## src/rtl/sqpi_pkg.sv

```systemverilog
package sqpi_pkg;

  localparam int unsigned DataW = 32;
  localparam int unsigned SlotW = 5;
  localparam int unsigned DistW = 31;
  localparam logic [DistW-1:0] DistMax = 31'h7FFF_FFFF;
  localparam int unsigned ResultLimit = 32;
  localparam int unsigned NresW = 6;

  typedef enum logic {
    OP_SQRT = 1'b0,
    OP_DIV  = 1'b1
  } iter_op_e;

  typedef struct packed {
    logic     start;
    iter_op_e op;
  } iter_ctrl_t;

  typedef struct packed {
    logic busy;
    logic done;
  } iter_stat_t;

endpackage

```

## src/rtl/sqpi_iter.sv

```systemverilog
module sqpi_iter
  import sqpi_pkg::*;
(
  input  logic             clk_i,
  input  logic             rst_ni,
  input  iter_ctrl_t       ctrl_i,
  input  logic [63:0]      opa_i,
  input  logic [DistW-1:0] den_i,
  output iter_stat_t       stat_o,
  output logic [33:0]      res_o,
  output logic [35:0]      rem_o
);
  logic        busy_q, busy_d, done_q, done_d;
  iter_op_e    op_q, op_d;
  logic [5:0]  cnt_q, cnt_d;
  logic [63:0] acc_q, acc_d;
  logic [35:0] rem_q, rem_d;
  logic [33:0] res_q, res_d;
  logic [35:0] rs_sqrt, trial, rs_div;
  logic        ge;

  always_comb begin
    busy_d  = busy_q;
    done_d  = 1'b0;
    op_d    = op_q;
    cnt_d   = cnt_q;
    acc_d   = acc_q;
    rem_d   = rem_q;
    res_d   = res_q;
    rs_sqrt = {rem_q[33:0], acc_q[63:62]};
    trial   = {2'b00, res_q[31:0], 2'b01};
    rs_div  = {rem_q[34:0], acc_q[63]};
    ge      = 1'b0;
    if (ctrl_i.start) begin
      busy_d = 1'b1;
      op_d   = ctrl_i.op;
      res_d  = '0;
      if (ctrl_i.op == OP_SQRT) begin
        acc_d = opa_i;
        rem_d = '0;
        cnt_d = 6'd32;
      end else begin
        // The quotient fits in 34 bits, so the top 30 dividend bits start below den.
        acc_d = {opa_i[33:0], 30'd0};
        rem_d = {6'd0, opa_i[63:34]};
        cnt_d = 6'd34;
      end
    end else if (busy_q) begin
      if (op_q == OP_SQRT) begin
        ge    = (rs_sqrt >= trial);
        rem_d = ge ? rs_sqrt - trial : rs_sqrt;
        acc_d = {acc_q[61:0], 2'b00};
      end else begin
        ge    = (rs_div >= {5'd0, den_i});
        rem_d = ge ? rs_div - {5'd0, den_i} : rs_div;
        acc_d = {acc_q[62:0], 1'b0};
      end
      res_d = {res_q[32:0], ge};
      cnt_d = cnt_q - 6'd1;
      if (cnt_q == 6'd1) begin
        busy_d = 1'b0;
        done_d = 1'b1;
      end
    end
  end

  always_ff @(posedge clk_i or negedge rst_ni) begin
    if (!rst_ni) begin
      busy_q <= 1'b0;
      done_q <= 1'b0;
      op_q   <= OP_SQRT;
      cnt_q  <= '0;
    end else begin
      busy_q <= busy_d;
      done_q <= done_d;
      op_q   <= op_d;
      cnt_q  <= cnt_d;
    end
  end

  always_ff @(posedge clk_i) begin
    acc_q <= acc_d;
    rem_q <= rem_d;
    res_q <= res_d;
  end

  assign stat_o.busy = busy_q;
  assign stat_o.done = done_q;
  assign res_o       = res_q;
  assign rem_o       = rem_q;
endmodule

```

## config.mk

```make
export PLATFORM = sky130hd
export DESIGN_NAME = sqpi_iter
export DESIGN_NICKNAME = d
export VERILOG_FILES = /design/src/rtl/sqpi_pkg.sv /design/src/rtl/sqpi_iter.sv
export SDC_FILE = /design/constraint.sdc
export NUM_CORES = 1
export LEC_CHECK = 0
export ABC_CLOCK_PERIOD_IN_PS = 10500
export BUFFER_PORTS_ARGS = -buffer_cell sky130_fd_sc_hd__buf_2
export CAP_MARGIN = 20
export CELL_PAD_IN_SITES_DETAIL_PLACEMENT = 1
export CELL_PAD_IN_SITES_GLOBAL_PLACEMENT = 2
export CORE_ASPECT_RATIO = 1.4
export CORE_MARGIN = 1.5
export CORE_UTILIZATION = 38
export CTS_CLUSTER_DIAMETER = 120
export DETAILED_ROUTE_END_ITERATION = 8
export PLACE_DENSITY_LB_ADDON = 0.1
export SETUP_SLACK_MARGIN = 0.5
export SYNTH_ARGS = -nofsm -noshare
export SYNTH_HDL_FRONTEND = slang
export SYNTH_SLANG_ARGS = --single-unit
export TNS_END_PERCENT = 1
```

## constraint.sdc

```tcl
create_clock -name clk_i -period 10.5 [get_ports clk_i]
set_clock_uncertainty 0.1 [all_clocks]
set_input_delay 1.05 -clock clk_i [delete_from_list [all_inputs] [get_ports clk_i]]
set_output_delay 1.05 -clock clk_i [all_outputs]
set_load 0.005 [all_outputs]
```

Word-level counts from Yosys, hierarchy flattened
Cells that the tools add are included.
{ "op_classes": {"eq_ne": 1, "add_sub_neg": 3, "n_mux": 20, "reduce_logical": 1, "magnitude_cmp": 2} }
{ "ops": {"columns": ["cell", "count"], "rows": [
  ["$mux 64", 4],
  ["$mux 36", 5],
  ["$ge 36x31->1", 1],
  ["$ge 36x34->1", 1],
  ["$sub 36x31->36", 1],
  ["$sub 36x34->36", 1],
  ["$mux 30", 1],
  ["$mux 6", 2],
  ["$mux 1", 7],
  ["$eq 6x1->1 const B", 1],
  ["$sub 6x1->6 const B", 1],
  ["$mux 2", 1],
  ["$reduce_bool 2->1", 1]
]} }
{ "totals": {"inputBits": 99, "elab_cells": 34, "ff_bits": 143} }

Depth between registers and ports, before layout
{ "depth": {"depth_word": 5, "mapped_depth": 15} }

Worst setup path after synthesis
Ideal clock, no wire load.
{ "synth_path": {"path_type": "in2reg", "startpoint": "input ctrl_i[1] in the netlist's numbering", "endpoint": "register acc_q[0], enable pin", "arrival_time_ps": 3868, "setup_ps": 453, "t_required_ps": 9947, "setup_slack_ps": 6079, "cell_stages": 5, "cell_sequence": "clkbuf_1 > clkbuf_1 > clkbuf_1 > nor2_1 > inv_1"} }
{ "synth_between": {"elab_chain_len": 1} }
{ "synth_rtl": {"columns": ["element", "line", "source"], "rows": [
  ["start, declared", "sqpi_iter.sv:6", "input iter_ctrl_t ctrl_i,"],
  ["$reduce_bool 2->1 (no line)", null, null],
  ["end signal, assigned", "sqpi_iter.sv:82", "acc_q <= acc_d;"],
  ["end, declared", "sqpi_iter.sv:16", "logic [63:0] acc_q, acc_d;"]
]} }
Every way passes these cells.
A chain may end at the register's enable or synchronous reset.

Final worst setup path
{ "layout_path": {"startpoint": "input den_i[24]", "endpoint": "register rem_q[34] (netlist: rem_o[34]) (data pin)"} }
{ "layout_between": {"elab_chain_len": 5, "word_cells_on_any_way": 6} }
{ "layout_rtl": {"columns": ["element", "line", "source"], "rows": [
  ["start, declared", "sqpi_iter.sv:8", "input logic [DistW-1:0] den_i,"],
  ["$sub 36x31->36 or $ge 36x31->1 (tied branches)", "sqpi_iter.sv:55, sqpi_iter.sv:54", null],
  ["$mux 36 (*)", "sqpi_iter.sv:55", "rem_d = ge ? rs_div - {5'd0, den_i} : rs_div;"],
  ["$mux 36 (*)", "sqpi_iter.sv:49", "if (op_q == OP_SQRT) begin"],
  ["$mux 36 (*)", "sqpi_iter.sv:48", "end else if (busy_q) begin"],
  ["$mux 36 (*)", "sqpi_iter.sv:34", "if (ctrl_i.start) begin"],
  ["end signal, assigned", "sqpi_iter.sv:83", "rem_q <= rem_d;"],
  ["end, declared", "sqpi_iter.sv:17", "logic [35:0] rem_q, rem_d;"]
]} }
Every way passes the cells marked *; elsewhere a longest branch is shown, timed or not. The select of a mux whose other input is x is not followed.

==> metrics.yaml <==
multiInputGateArea_mm2: 0.00695
peakVddDrop_mv: 0.128
pin_count: 171
tns_ps: 0
rows: 75
cts.sinks: 143
ys_types: 74
worstPathCellList: "buf_2, inv_1, ha_1, nand4_1, nor4_1, nand3_1, a31oi_1, nor3_4, buf_4, or4_4, nor4_1, nor2_1, a221oi_1"
layout_min_cycle_time_ps: 4460
grt_pass1_vias: 11100
port_buffers: 170
holdBufCountCts: 0
clk_path_buf_depth: 2
fin_crit_sh_pct: 42.5
cts_resized: 0
dieArea_mm2: 0.0314
hold_viol: 0
drc: 0
post_drt_wl_per_cell_um: 22.6
synth_cells: 1316
maxCapViolations: 0
gp_congestion: 0.919
path_buf_inv: 3
drive_above_1_share_pct: 16.8
synth-async-reset-ratio_pct: 6.29
grt_usage_pct: 26.6
slew_violations: 0
start_kind: "primary input"
stdcell_count: 1833
htreeDepth: 4
worst_pin_slew_ps: 1030
antenna_found_initial: 2
grt_max_degree: 79
dp_cells: 1800
cts.clk_slew.worst_paths_ps: 70
cellLeakagePower_nw: 5.86
fin_nets: 1603
cts_tree: "yes"
synth_area_mm2: 0.0115
grt_pass1_wl_um: 63400
final.fill_count: 3595
die_h_um: 209
numCtsBuffers: 17
dpl.hpwl_um: 31700
ant_nets: 0
wirelength_um: 41500
firstDrtPassIters: 5
slew_headroom_pct: 31.3
fp.coreArea_mm2: 0.0299
path_class: "in2reg"
initial_core_util_pct: 38.5
endpoint_kind: "flop"
overflow: 0
vias_per_cell: 5.86
rsz0062_at_grt: "false"
yosys_most_used_dff: "edfxtp_1"
yosys_warnings: 0
crit_slowest_cell: "nor4_1"
cts-root-buf: "clkbuf_16"
die_w_um: 150
num_antenna_cells: 0
slowest_delay_ps: 710
critical_path_required_ps: 10650
area_growth_syn_to_layout_pct: 14.3
cp_top_family: "simple AND/OR/NAND/NOR gates"
setup-violations-final: 0
holdCritPathClass: "in2async"
fmax_mhz: 224
seq_area_frac_synth_pct: 34.0
ys_ff_latch: 143
clock_latency_ps: 440
cts_setup_buffers: 0
seq_area_mm2: 0.00391
via_count: 10700
drt-initial-drc-count: 463
synth_area_per_cell_um2: 8.75
crit_top_cell: "nor4_1"
synth_edf_count: 100
synth_fp_nets: 1483
worstPathMaxFanout: 48
cp.arrival_ps: 4600
status: "complete, no violations"
p_per_area_mw_per_mm2: 284
-- cell usage after synthesis (10+ instances only) --
cell type	number	area share (%)
nand2_1	110	3.6
a21oi_1	105	4.6
o21ai_0	103	4.5
edfxtp_1	100	26
mux2i_1	93	8.1
nor2_1	92	3.0
inv_1	80	2.6
ha_1	67	7.3
clkbuf_1	59	1.9
a211oi_1	41	2.7
a21o_1	36	2.3
dfxtp_1	34	5.9
nor2b_1	34	1.8
xnor2_1	33	2.5
xor2_1	26	2.0
o211ai_1	21	1.4
a221o_1	19	1.7
nand3_1	19	0.83
nand4_1	17	0.92
nor3_1	17	0.74
nand2b_1	15	0.82
a22o_1	14	1.1
a31oi_1	13	0.71
o21a_1	11	0.72
o21bai_1	11	0.72
and2_1	10	0.54
-- layer usage --
metal	vias to the layer above	GRT usage (%)	routed length, um
met1	5276	31.9	17100
met3	75	5.17	1990
met4	4	10.1	1340
met2	269	46.5	21000
li1	5111	-	-
met5	-	0	26
-- layout make-up --
type	count	area share, %
Multi-Input combinational cell	1010	52.8
Sequential cell	143	29.8
Timing Repair Buffer	184	7.47
Tap cell	385	3.66
Clock buffer	17	3.23
Inverter	80	2.30
Clock inverter	14	0.723
-- state kept, by name (all words and copies together) (netlist names) --
signal,cells
acc_q,64
rem_o,36
res_o,34
cnt_q,6
busy_q,1
done_q,1
op_q,1
-- report_power, final --
group | internal, mW | total (mW) | leakage, nW | switching, mW
clock | 0.300 | 0.564 | 0.249 | 0.265
sequential | 0.751 | 0.933 | 1.50 | 0.182
combinational | 0.904 | 2.24 | 4.12 | 1.34
total | 1.95 | 3.74 | 5.86 | 1.79
-- final timing paths --
| kind | startpoint | end | cells after the start | slack (ps) |
|---|---|---|---|---|
| worst min-delay path | rst_ni | op_q | 1 | 400 |
| min in group clk_i | res_o[33] | res_o[33] | 2 | 400 |
| max in group asynchronous | rst_ni | op_q | 1 | 9630 |
| worst max-delay path | den_i[24] | rem_o[34] | 13 | 6040 |
| worst max register to register | rem_o[25] | rem_o[34] | 11 | 6170 |
| worst min register to register | res_o[33] | res_o[33] | 2 | 400 |
-- through the flow --
stage	area, um^2	setup WS [ps]	power, mW	util, %	hold slack (ps)
global route	13200	5870	4.01	43.9	405
global placement	12600	5730	3.14	42.1	375
floorplan	11500	6080	2.48	-	385
finish	13200	6040	3.74	43.9	399
detailed placement	12600	5640	3.16	42.1	388
CTS	13100	6090	3.74	43.8	398
-- placed cells by master (no fill, tap or decap), drive strengths merged, types with 6 or more instances in the layout --
cell	count
buf	184
nand2	110
o21ai	106
a21oi	105
edfxtp	100
mux2i	93
nor2	92
inv	83
ha	67
a211oi	42
a21o	36
dfxtp	34
nor2b	34
xnor2	33
xor2	26
o211ai	21
a221o	19
nand3	19
nor3	18
nand4	17
clkbuf	17
nand2b	15
a22o	14
a31oi	13
o21bai	11
o21a	11
and2	10
a22oi	9
dfrtp	9
and3	8
a221oi	7
nor4	7
clkinv	7
mux2	6
-- worst register-to-register path: cells and delay by family (launching register included) --
kind / cells / cell delay (ps)
buf+inv: 1 / 340
fa+ha+maj: 1 / 530
compound gates: 2 / 610
flops: 1 / 520
simple gates: 7 / 2030
-- logic make-up after synthesis --
group | share of synthesized area (%)
xor gates and xnor gates | 4.49
buffers and inverters | 5.74
and+or+nand+nor | 14.9
DFF | 34.0
adders and majority gates | 7.46
AOI/OAI and AO/OA | 24.8
muxes | 8.67
Power figures use the tool's default switching activity.
