[src/rtl/sqpi_ram.sv]
module sqpi_ram #(
  parameter int unsigned Width = 8,
  parameter int unsigned Depth = 16,
  localparam int unsigned AddrW = (Depth > 1) ? $clog2(Depth) : 1
) (
  input  logic                    clk_i,
  input  logic                    we_i,
  input  logic [AddrW-1:0]        waddr_i,
  input  logic [Width-1:0]        wdata_i,
  input  logic                    re_i,
  input  logic [AddrW-1:0]        raddr_i,
  output logic [Width-1:0]        rdata_o
);
  logic [Width-1:0] mem [Depth];
  logic [Width-1:0] rdata_q;

  always_ff @(posedge clk_i) begin
    if (we_i) begin
      mem[waddr_i] <= wdata_i;
    end
    if (re_i) begin
      rdata_q <= mem[raddr_i];
    end
  end

  assign rdata_o = rdata_q;
endmodule

[config.mk]
export PLATFORM = sky130hd
export DESIGN_NAME = sqpi_ram
export DESIGN_NICKNAME = d
export VERILOG_FILES = /design/src/rtl/sqpi_ram.sv
export SDC_FILE = /design/constraint.sdc
export NUM_CORES = 1
export LEC_CHECK = 0
export BUFFER_PORTS_ARGS = -buffer_cell sky130_fd_sc_hd__buf_2
export CORE_ASPECT_RATIO = 1.4
export CORE_MARGIN = 2
export CORE_UTILIZATION = 54
export CTS_CLUSTER_SIZE = 40
export DETAILED_ROUTE_END_ITERATION = 10
export GPL_ROUTABILITY_DRIVEN = 1
export GPL_TIMING_DRIVEN = 0
export PLACE_DENSITY_LB_ADDON = 0.08
export SLEW_MARGIN = 5
export SYNTH_ARGS = -nofsm -noshare
export SYNTH_HDL_FRONTEND = slang
export SYNTH_SLANG_ARGS = --single-unit
export TNS_END_PERCENT = 20
[constraint.sdc]
create_clock -name clk_i -period 1.7 [get_ports clk_i]
set_input_delay 0.17 -clock clk_i [delete_from_list [all_inputs] [get_ports clk_i]]
set_output_delay 0.17 -clock clk_i [all_outputs]
set_load 0.01 [all_outputs]
* Word level (Yosys, flattened, before mapping)
Memories as Yosys holds them, arrays and structs flattened. A register that Yosys moved wholly into a read port is not among the register bits. Cells that the tools add are included.
Word-level totals: word-level logic and storage cells 3, output and inout bits 8, flip-flop bits (word level) 0, bits of input ports 19, bits in writable memories 128, memories 1
Memory list:
- mem | depth 16, bits a word 8, rd ports 1, clocked after Yosys merged registers in 1, wr ports 1, RTL line 14 | logic [Width-1:0] mem [Depth];
Operators by class: muxes and demuxes 2
Operators by type and width (count):
- 2-to-1 mux 1 bit | 2

* Depth between registers and ports, before layout
Gate-level depths: netlist (run 1).
word-level depth 2, depth in mapped cells 5, depth with buffers taken out 3

* Worst setup path before layout (run 1)
Ideal clock, no wire load.
path type input-to-reg, start point input port waddr_i[2], end point memory mem[0][0] (enable), arrival time 1.280 ns, buffers on the path 0, stages 2, path slack 0.037 ns, data required time 1.317 ns, library setup time 0.383 ns, cell sequence or3b_2 nor3_1
RTL lines:
- start, declared | RTL line 8 | input logic [AddrW-1:0] waddr_i,
- end, declared | RTL line 14
Straight into the memory's write port.

==> results_dict.tcl, run 1 <==
set metrics [dict create \
    seq_area_frac_synth 0.781 \
    nFillCells 647 \
    required_ns 1.85 \
    synth_common_cells "edfxtp_1 (136), mux4_2 (18), a22oi_1 (16)" \
    worstSkewPairLatency_ns 0.41 \
    nets 292 \
    synth_cell_types 18 \
    drive_above_1_share 0.288 \
    crit_fanout 1 \
    rsz0062_at_grt "no" \
    pre_cts_ws_ns -0.635 \
    cts_tree "done" \
    fmax_mhz 614 \
    dr.pass1.iters 4 \
    synthArstFlopShare 0 \
    n_antenna_cell 0 \
    synth_most_common_cell "edfxtp_1" \
    port-buffer-count 25 \
    yosys_register_bits 136 \
    die_area_mm2 0.0105 \
    ant_nets 0 \
    setup_viol 0 \
    netlist_area_mm2 0.00523 \
    avgSynthCellArea_um2 22.8 \
    avgViaCountPerCell 5.83 \
    synth_edf_count 136 \
    drcViolationCount 0 \
    dr_total_vias 2303 \
    p_per_area_mw_per_mm2 1280 \
    utilization 0.644 \
    layout_min_cycle_time_ns 1.63 \
    grt_max_degree 17 \
    relSlewSlack 0.153 \
    synth_fp_nets 248 \
    hpwl_mm 6.16 \
    place_congestion 0.833 \
    fin_ws_ns 0.0718 \
    die_w_um 87.2 \
    synth_area_leaders "edfxtp_1 (78%), mux4_2 (7.8%), mux4_1 (7.0%)" \
    die_h_um 120 \
    worstPathArrival_ns 1.78 \
    worstMarginPinSlew_ns 1.26 \
    first_iter_violations 161 \
    grt.total_usage 0.205 \
    hold_violations 0 \
    cts_made_buffers 17 \
    area_growth_syn_to_layout_pct 16.5 \
    antenna_found_initial 0 \
    hold_class "in2reg" \
    cap_viol_max_count 0 \
    critPathLaunchType "flip-flop" \
    cts-root-buf "clkbuf_16" \
    p_leak_nw 2.05 \
    status "finished clean" \
    ios 27 \
    grt_pass1_wl_mm 14.3 \
    clkSinkCount 136 \
    drv_slew 0 \
    cts_hold_buf 0 \
    critPathKind "reg2reg" \
    wl_mm 9.52 \
    synthFlopType "edfxtp_1" \
    num_rows 42 \
    cts.clk_slew.worst_paths_ns 0.06 \
    ir_drop_mv 0.986 \
    skew_ns 0.00893 \
    synth_top_cell_by_area "edfxtp_1" \
    clockBufferDepth 2 \
    coreArea_mm2 0.00946 \
    synth_top_area_share 0.781 \
    finalCritPeriodShare 0.958 \
    grt_pass1_vias 2403 \
    h-tree-depth 4 \
    wire_per_inst_um 24.1 \
    initial_core_util 0.553 \
    worstSetupEndpointType "flip-flop" \
    synth_warnings 0 \
    grt_remaining_overflow 0 \
    syn_inst 229 \
]
worst max-delay path, stage by stage (launching register included):
cell and delay [ns]:
edfxtp_1 0.37, mux4_1 0.55, a22oi_1 0.35, nand2_1 0.10
per-stage QoR:
stage / hold WS (ns) / total power, mW / TNS (ns) / cell area, um2 / instances
after global routing: 0.0972 / 8.03 / 0 / 6090 / 395
after CTS: 0.0972 / 7.86 / 0 / 6080 / 395
after detailed placement: 0.532 / 4.23 / -13.37 / 5490 / 364
final: 0.112 / 7.80 / 0 / 6090 / 395
after global placement: 0.517 / 4.22 / -12.16 / 5490 / 364
after floorplan: 0.269 / 4.06 / 0 / 5230 / 229
what timing repair did:
item	4_1_cts	5_1_grt
resized for setup	1	0
endpoints found under the hold margin	0	0
endpoints found under the setup margin	8	0
setup buffers	0	0
registers in the layout, summed over array words and instances, names as in the netlist:
register	count
mem	128
rdata_o	8
power breakdown:
group,total (mW),switching [mW],internal [mW]
Combinational,0.355,0.210,0.146
Sequential,3.80,0.0148,3.78
Clock,3.65,1.24,2.41
Total,7.80,1.47,6.33
layout by cell type, fill, tap and decap left out, types with 5 or more instances in the layout:
cell       count
edfxtp_1     136
a22oi_1       16
buf_2         28
clkinv_2       5
mux4_2        18
clkbuf_16     17
nor2_1        13
mux4_1        14
nand2_1        9
final timing paths:
kind / startpoint / endpoint / slack, ns / depth (start not counted)
max reg2reg: mem[2][1] / rdata_o[1] / 0.07 / 3
max: mem[2][1] / rdata_o[1] / 0.07 / 3
min: re_i / rdata_o[2] / 0.11 / 1
min reg2reg: mem[12][0] / rdata_o[0] / 0.74 / 3
kinds of logic after synthesis:
logic type,count (synthesis),synth area share
compound gates,16,0.0230
buf+inv,10,0.0165
flops,136,0.781
mux,32,0.148
simple gates,35,0.0314
layer usage:
layer / up-vias / track usage / routed length, um
li1: 1071 / - / -
met1: 1158 / 0.271 / 4060
met2: 66 / 0.320 / 4900
met3: 8 / 0.0724 / 433
met4: 0 / 0.0740 / 131
met5: - / 0 / 0
area by class of cell:
type	count	area (um2)	area share
clock buffers	18	429	0.0705
multi-input cells	83	1070	0.175
repair buffers	25	125	0.0205
well taps	110	138	0.0226
flip-flops and latches	136	4080	0.671
plain buffers	10	86.3	0.0142
clock inverters	13	160	0.0263
Note: power is estimated with default switching activity, not from simulation.
==> run 2, diff against run 1 <==
--- a/config.mk
+++ b/config.mk
@@ -6,9 +6,11 @@
 export NUM_CORES = 1
 export LEC_CHECK = 0
 export BUFFER_PORTS_ARGS = -buffer_cell sky130_fd_sc_hd__buf_2
+export CELL_PAD_IN_SITES_DETAIL_PLACEMENT = 1
+export CELL_PAD_IN_SITES_GLOBAL_PLACEMENT = 1
 export CORE_ASPECT_RATIO = 1.4
 export CORE_MARGIN = 2
-export CORE_UTILIZATION = 54
+export CORE_UTILIZATION = 48
 export CTS_CLUSTER_SIZE = 40
 export DETAILED_ROUTE_END_ITERATION = 10
 export GPL_ROUTABILITY_DRIVEN = 1
==> run 2 against run 1 <==
Against the previous run: worst hold slack better by 0.0058 ns; utilization decreased by 6.9 points; cell area grew 1.5%; largest cell class unchanged; sequential cell count is the same; final cell count is 8.1% higher; sequential power about the same; register-to-register slack got worse by 0.03 ns; clock skew shrank 0.0028 ns; critical path type unchanged.
==> results_dict.tcl, run 2 (synthesis gave the netlist of run 1 again) <==
set metrics [dict create \
    ctsResizeCount 0 \
    cts_tree "done" \
    grt_remaining_overflow 0 \
    grt.total_usage 0.201 \
    cts_made_buffers 17 \
    clkSinkCount 136 \
    layout_min_cycle_time_ns 1.65 \
    cts_setup_buffers 0 \
    drv_slew 0 \
    hp-start "re_i" \
    die_w_um 92.2 \
    cap_viol_max_count 0 \
    required_ns 1.85 \
    p_sw_frac 0.191 \
    most-common-layout-cells "edfxtp_1 (136), buf_2 (28), mux4_2 (18), clkbuf_16 (17), a22oi_1 (16)" \
    reg2reg_depth 3 \
    first_iter_violations 125 \
    grt_pass1_vias 2592 \
    cts-root-buf "clkbuf_16" \
    clockBufferDepth 2 \
    drcViolationCount 0 \
    worstReg2RegStart "mem[0][1]" \
    grt_pass1_wl_mm 16.0 \
    wire_per_inst_um 25.0 \
    finalCritPeriodShare 0.973 \
    coreArea_mm2 0.0108 \
    die_h_um 127 \
    ios 27 \
    status "finished clean" \
    fin_area_mm2 0.00618 \
    power.internal_mw 6.52 \
    p_leak_nw 2.06 \
    cts_hold_buf 0 \
    crit_fanout 1 \
    rsz0062_at_grt "no" \
    antenna_found_initial 0 \
    largest_reg_flops 128 \
    worstSetupEndpointType "flip-flop" \
    switching_power_mw 1.54 \
    nets 292 \
    min_to "rdata_o[2]" \
    port-buffer-count 25 \
    dr_total_vias 2402 \
    wl_mm 10.7 \
    fmax_mhz 605 \
    p_per_area_mw_per_mm2 1300 \
    area_growth_syn_to_layout_pct 18.3 \
    hpwl_mm 7.03 \
    drive_above_1_share 0.304 \
    place_congestion 0.730 \
    worstSkewPairLatency_ns 0.40 \
    cts.clk_slew.worst_paths_ns 0.06 \
    place_area_mm2 0.00554 \
    relSlewSlack 0.439 \
    num_rows 45 \
    critPathKind "reg2reg" \
    h-tree-depth 4 \
    skew_ns 0.00611 \
    largest_register "mem" \
    worstMarginPinSlew_ns 0.839 \
    nFillCells 922 \
    grt_max_degree 17 \
    die_area_mm2 0.0118 \
    hold_violations 0 \
    rrSetupSlack_ns 0.05 \
    initial_core_util 0.486 \
    worstPathArrival_ns 1.80 \
    ir_drop_mv 0.767 \
    hold_depth 1 \
    n_antenna_cell 0 \
    seq_power_share 0.471 \
    p_clk_frac 0.483 \
    dr.pass1.iters 4 \
    avgViaCountPerCell 5.63 \
    finalPower_mw 8.06 \
    critPathLaunchType "flip-flop" \
    layout_commonest_cell "edfxtp_1" \
    r2r_end "rdata_o[1]" \
    setup_viol 0 \
    hold_class "in2reg" \
    ant_nets 0 \
    pwr-share-comb 0.046 \
]
==> run 2: cell count changes in the layout (fill, tap and decap cells not counted), sizes merged <==
cell / previous run / this run
clkinvlp: 0 / 2
bufinv: 4 / 5
clkinv: 9 / 5
inv: 0 / 1
clkbuf: 18 / 19
==> run 2: how the worst max path moves through the flow <==
| stage | from | to | slack (ns) | cells after the start |
|---|---|---|---|---|
| 2_1_floorplan | waddr_i[2] | mem[0][0] | 0.04 | 2 |
| 3_3_place_gp | waddr_i[2] | mem[0][3] | -0.60 | 3 |
| 3_5_place_dp | waddr_i[2] | mem[8][3] | -0.29 | 3 |
| 4_1_cts | mem[0][1] | rdata_o[1] | 0.09 | 3 |
| 5_1_grt | mem[2][1] | rdata_o[1] | 0.03 | 3 |
| 6_report | mem[0][1] | rdata_o[1] | 0.05 | 3 |
==> run 2: metal layers <==
layer  vias to the layer above  wire length [um]  global-route usage
met1                      1252              4430               0.258
met5                         -                 0                   0
met2                        63              5560               0.329
met3                        16               371              0.0454
met4                         0               289              0.0957
li1                       1071                 -                   -
==> run 2: worst max-delay path, cell delays in order (launching register included) <==
cell and delay (ns):
edfxtp_1 0.37, mux4_1 0.58, a22oi_1 0.36, nand2_1 0.09
==> run 2: cell type report <==
type	instances	area [um2]	share of cell area
buffer	10	86.3	0.0140
clock buffer	19	433	0.0700
clock inverter	13	201	0.0326
multi-input combinational	83	1080	0.174
sequential	136	4080	0.660
tap	141	176	0.0285
timing repair buffer	25	125	0.0202
==> run 2: stage by stage <==
stage | hold WS, ns | instances | worst slack, ns | setup TNS (ns) | utilization
2_1_floorplan | 0.269 | 229 | 0.0371 | 0 | -
3_5_place_dp | 0.525 | 395 | -0.287 | -9.51 | 0.515
4_1_cts | 0.0992 | 427 | 0.0906 | 0 | 0.574
5_1_grt | 0.108 | 427 | 0.0255 | 0 | 0.575
6_report | 0.118 | 427 | 0.0464 | 0 | 0.575
3_3_place_gp | 0.519 | 395 | -0.604 | -15.39 | 0.514
==> run 2: power groups by stage <==
| stage | combinational, mW | clock [mW] | sequential, mW |
|---|---|---|---|
| after global placement | 0.366 | 0 | 3.86 |
| after CTS | 0.376 | 3.95 | 3.80 |
| after detailed placement | 0.375 | 0 | 3.87 |
| after global routing | 0.398 | 4.07 | 3.80 |
| final | 0.368 | 3.90 | 3.80 |
| after floorplan | 0.191 | 0 | 3.87 |
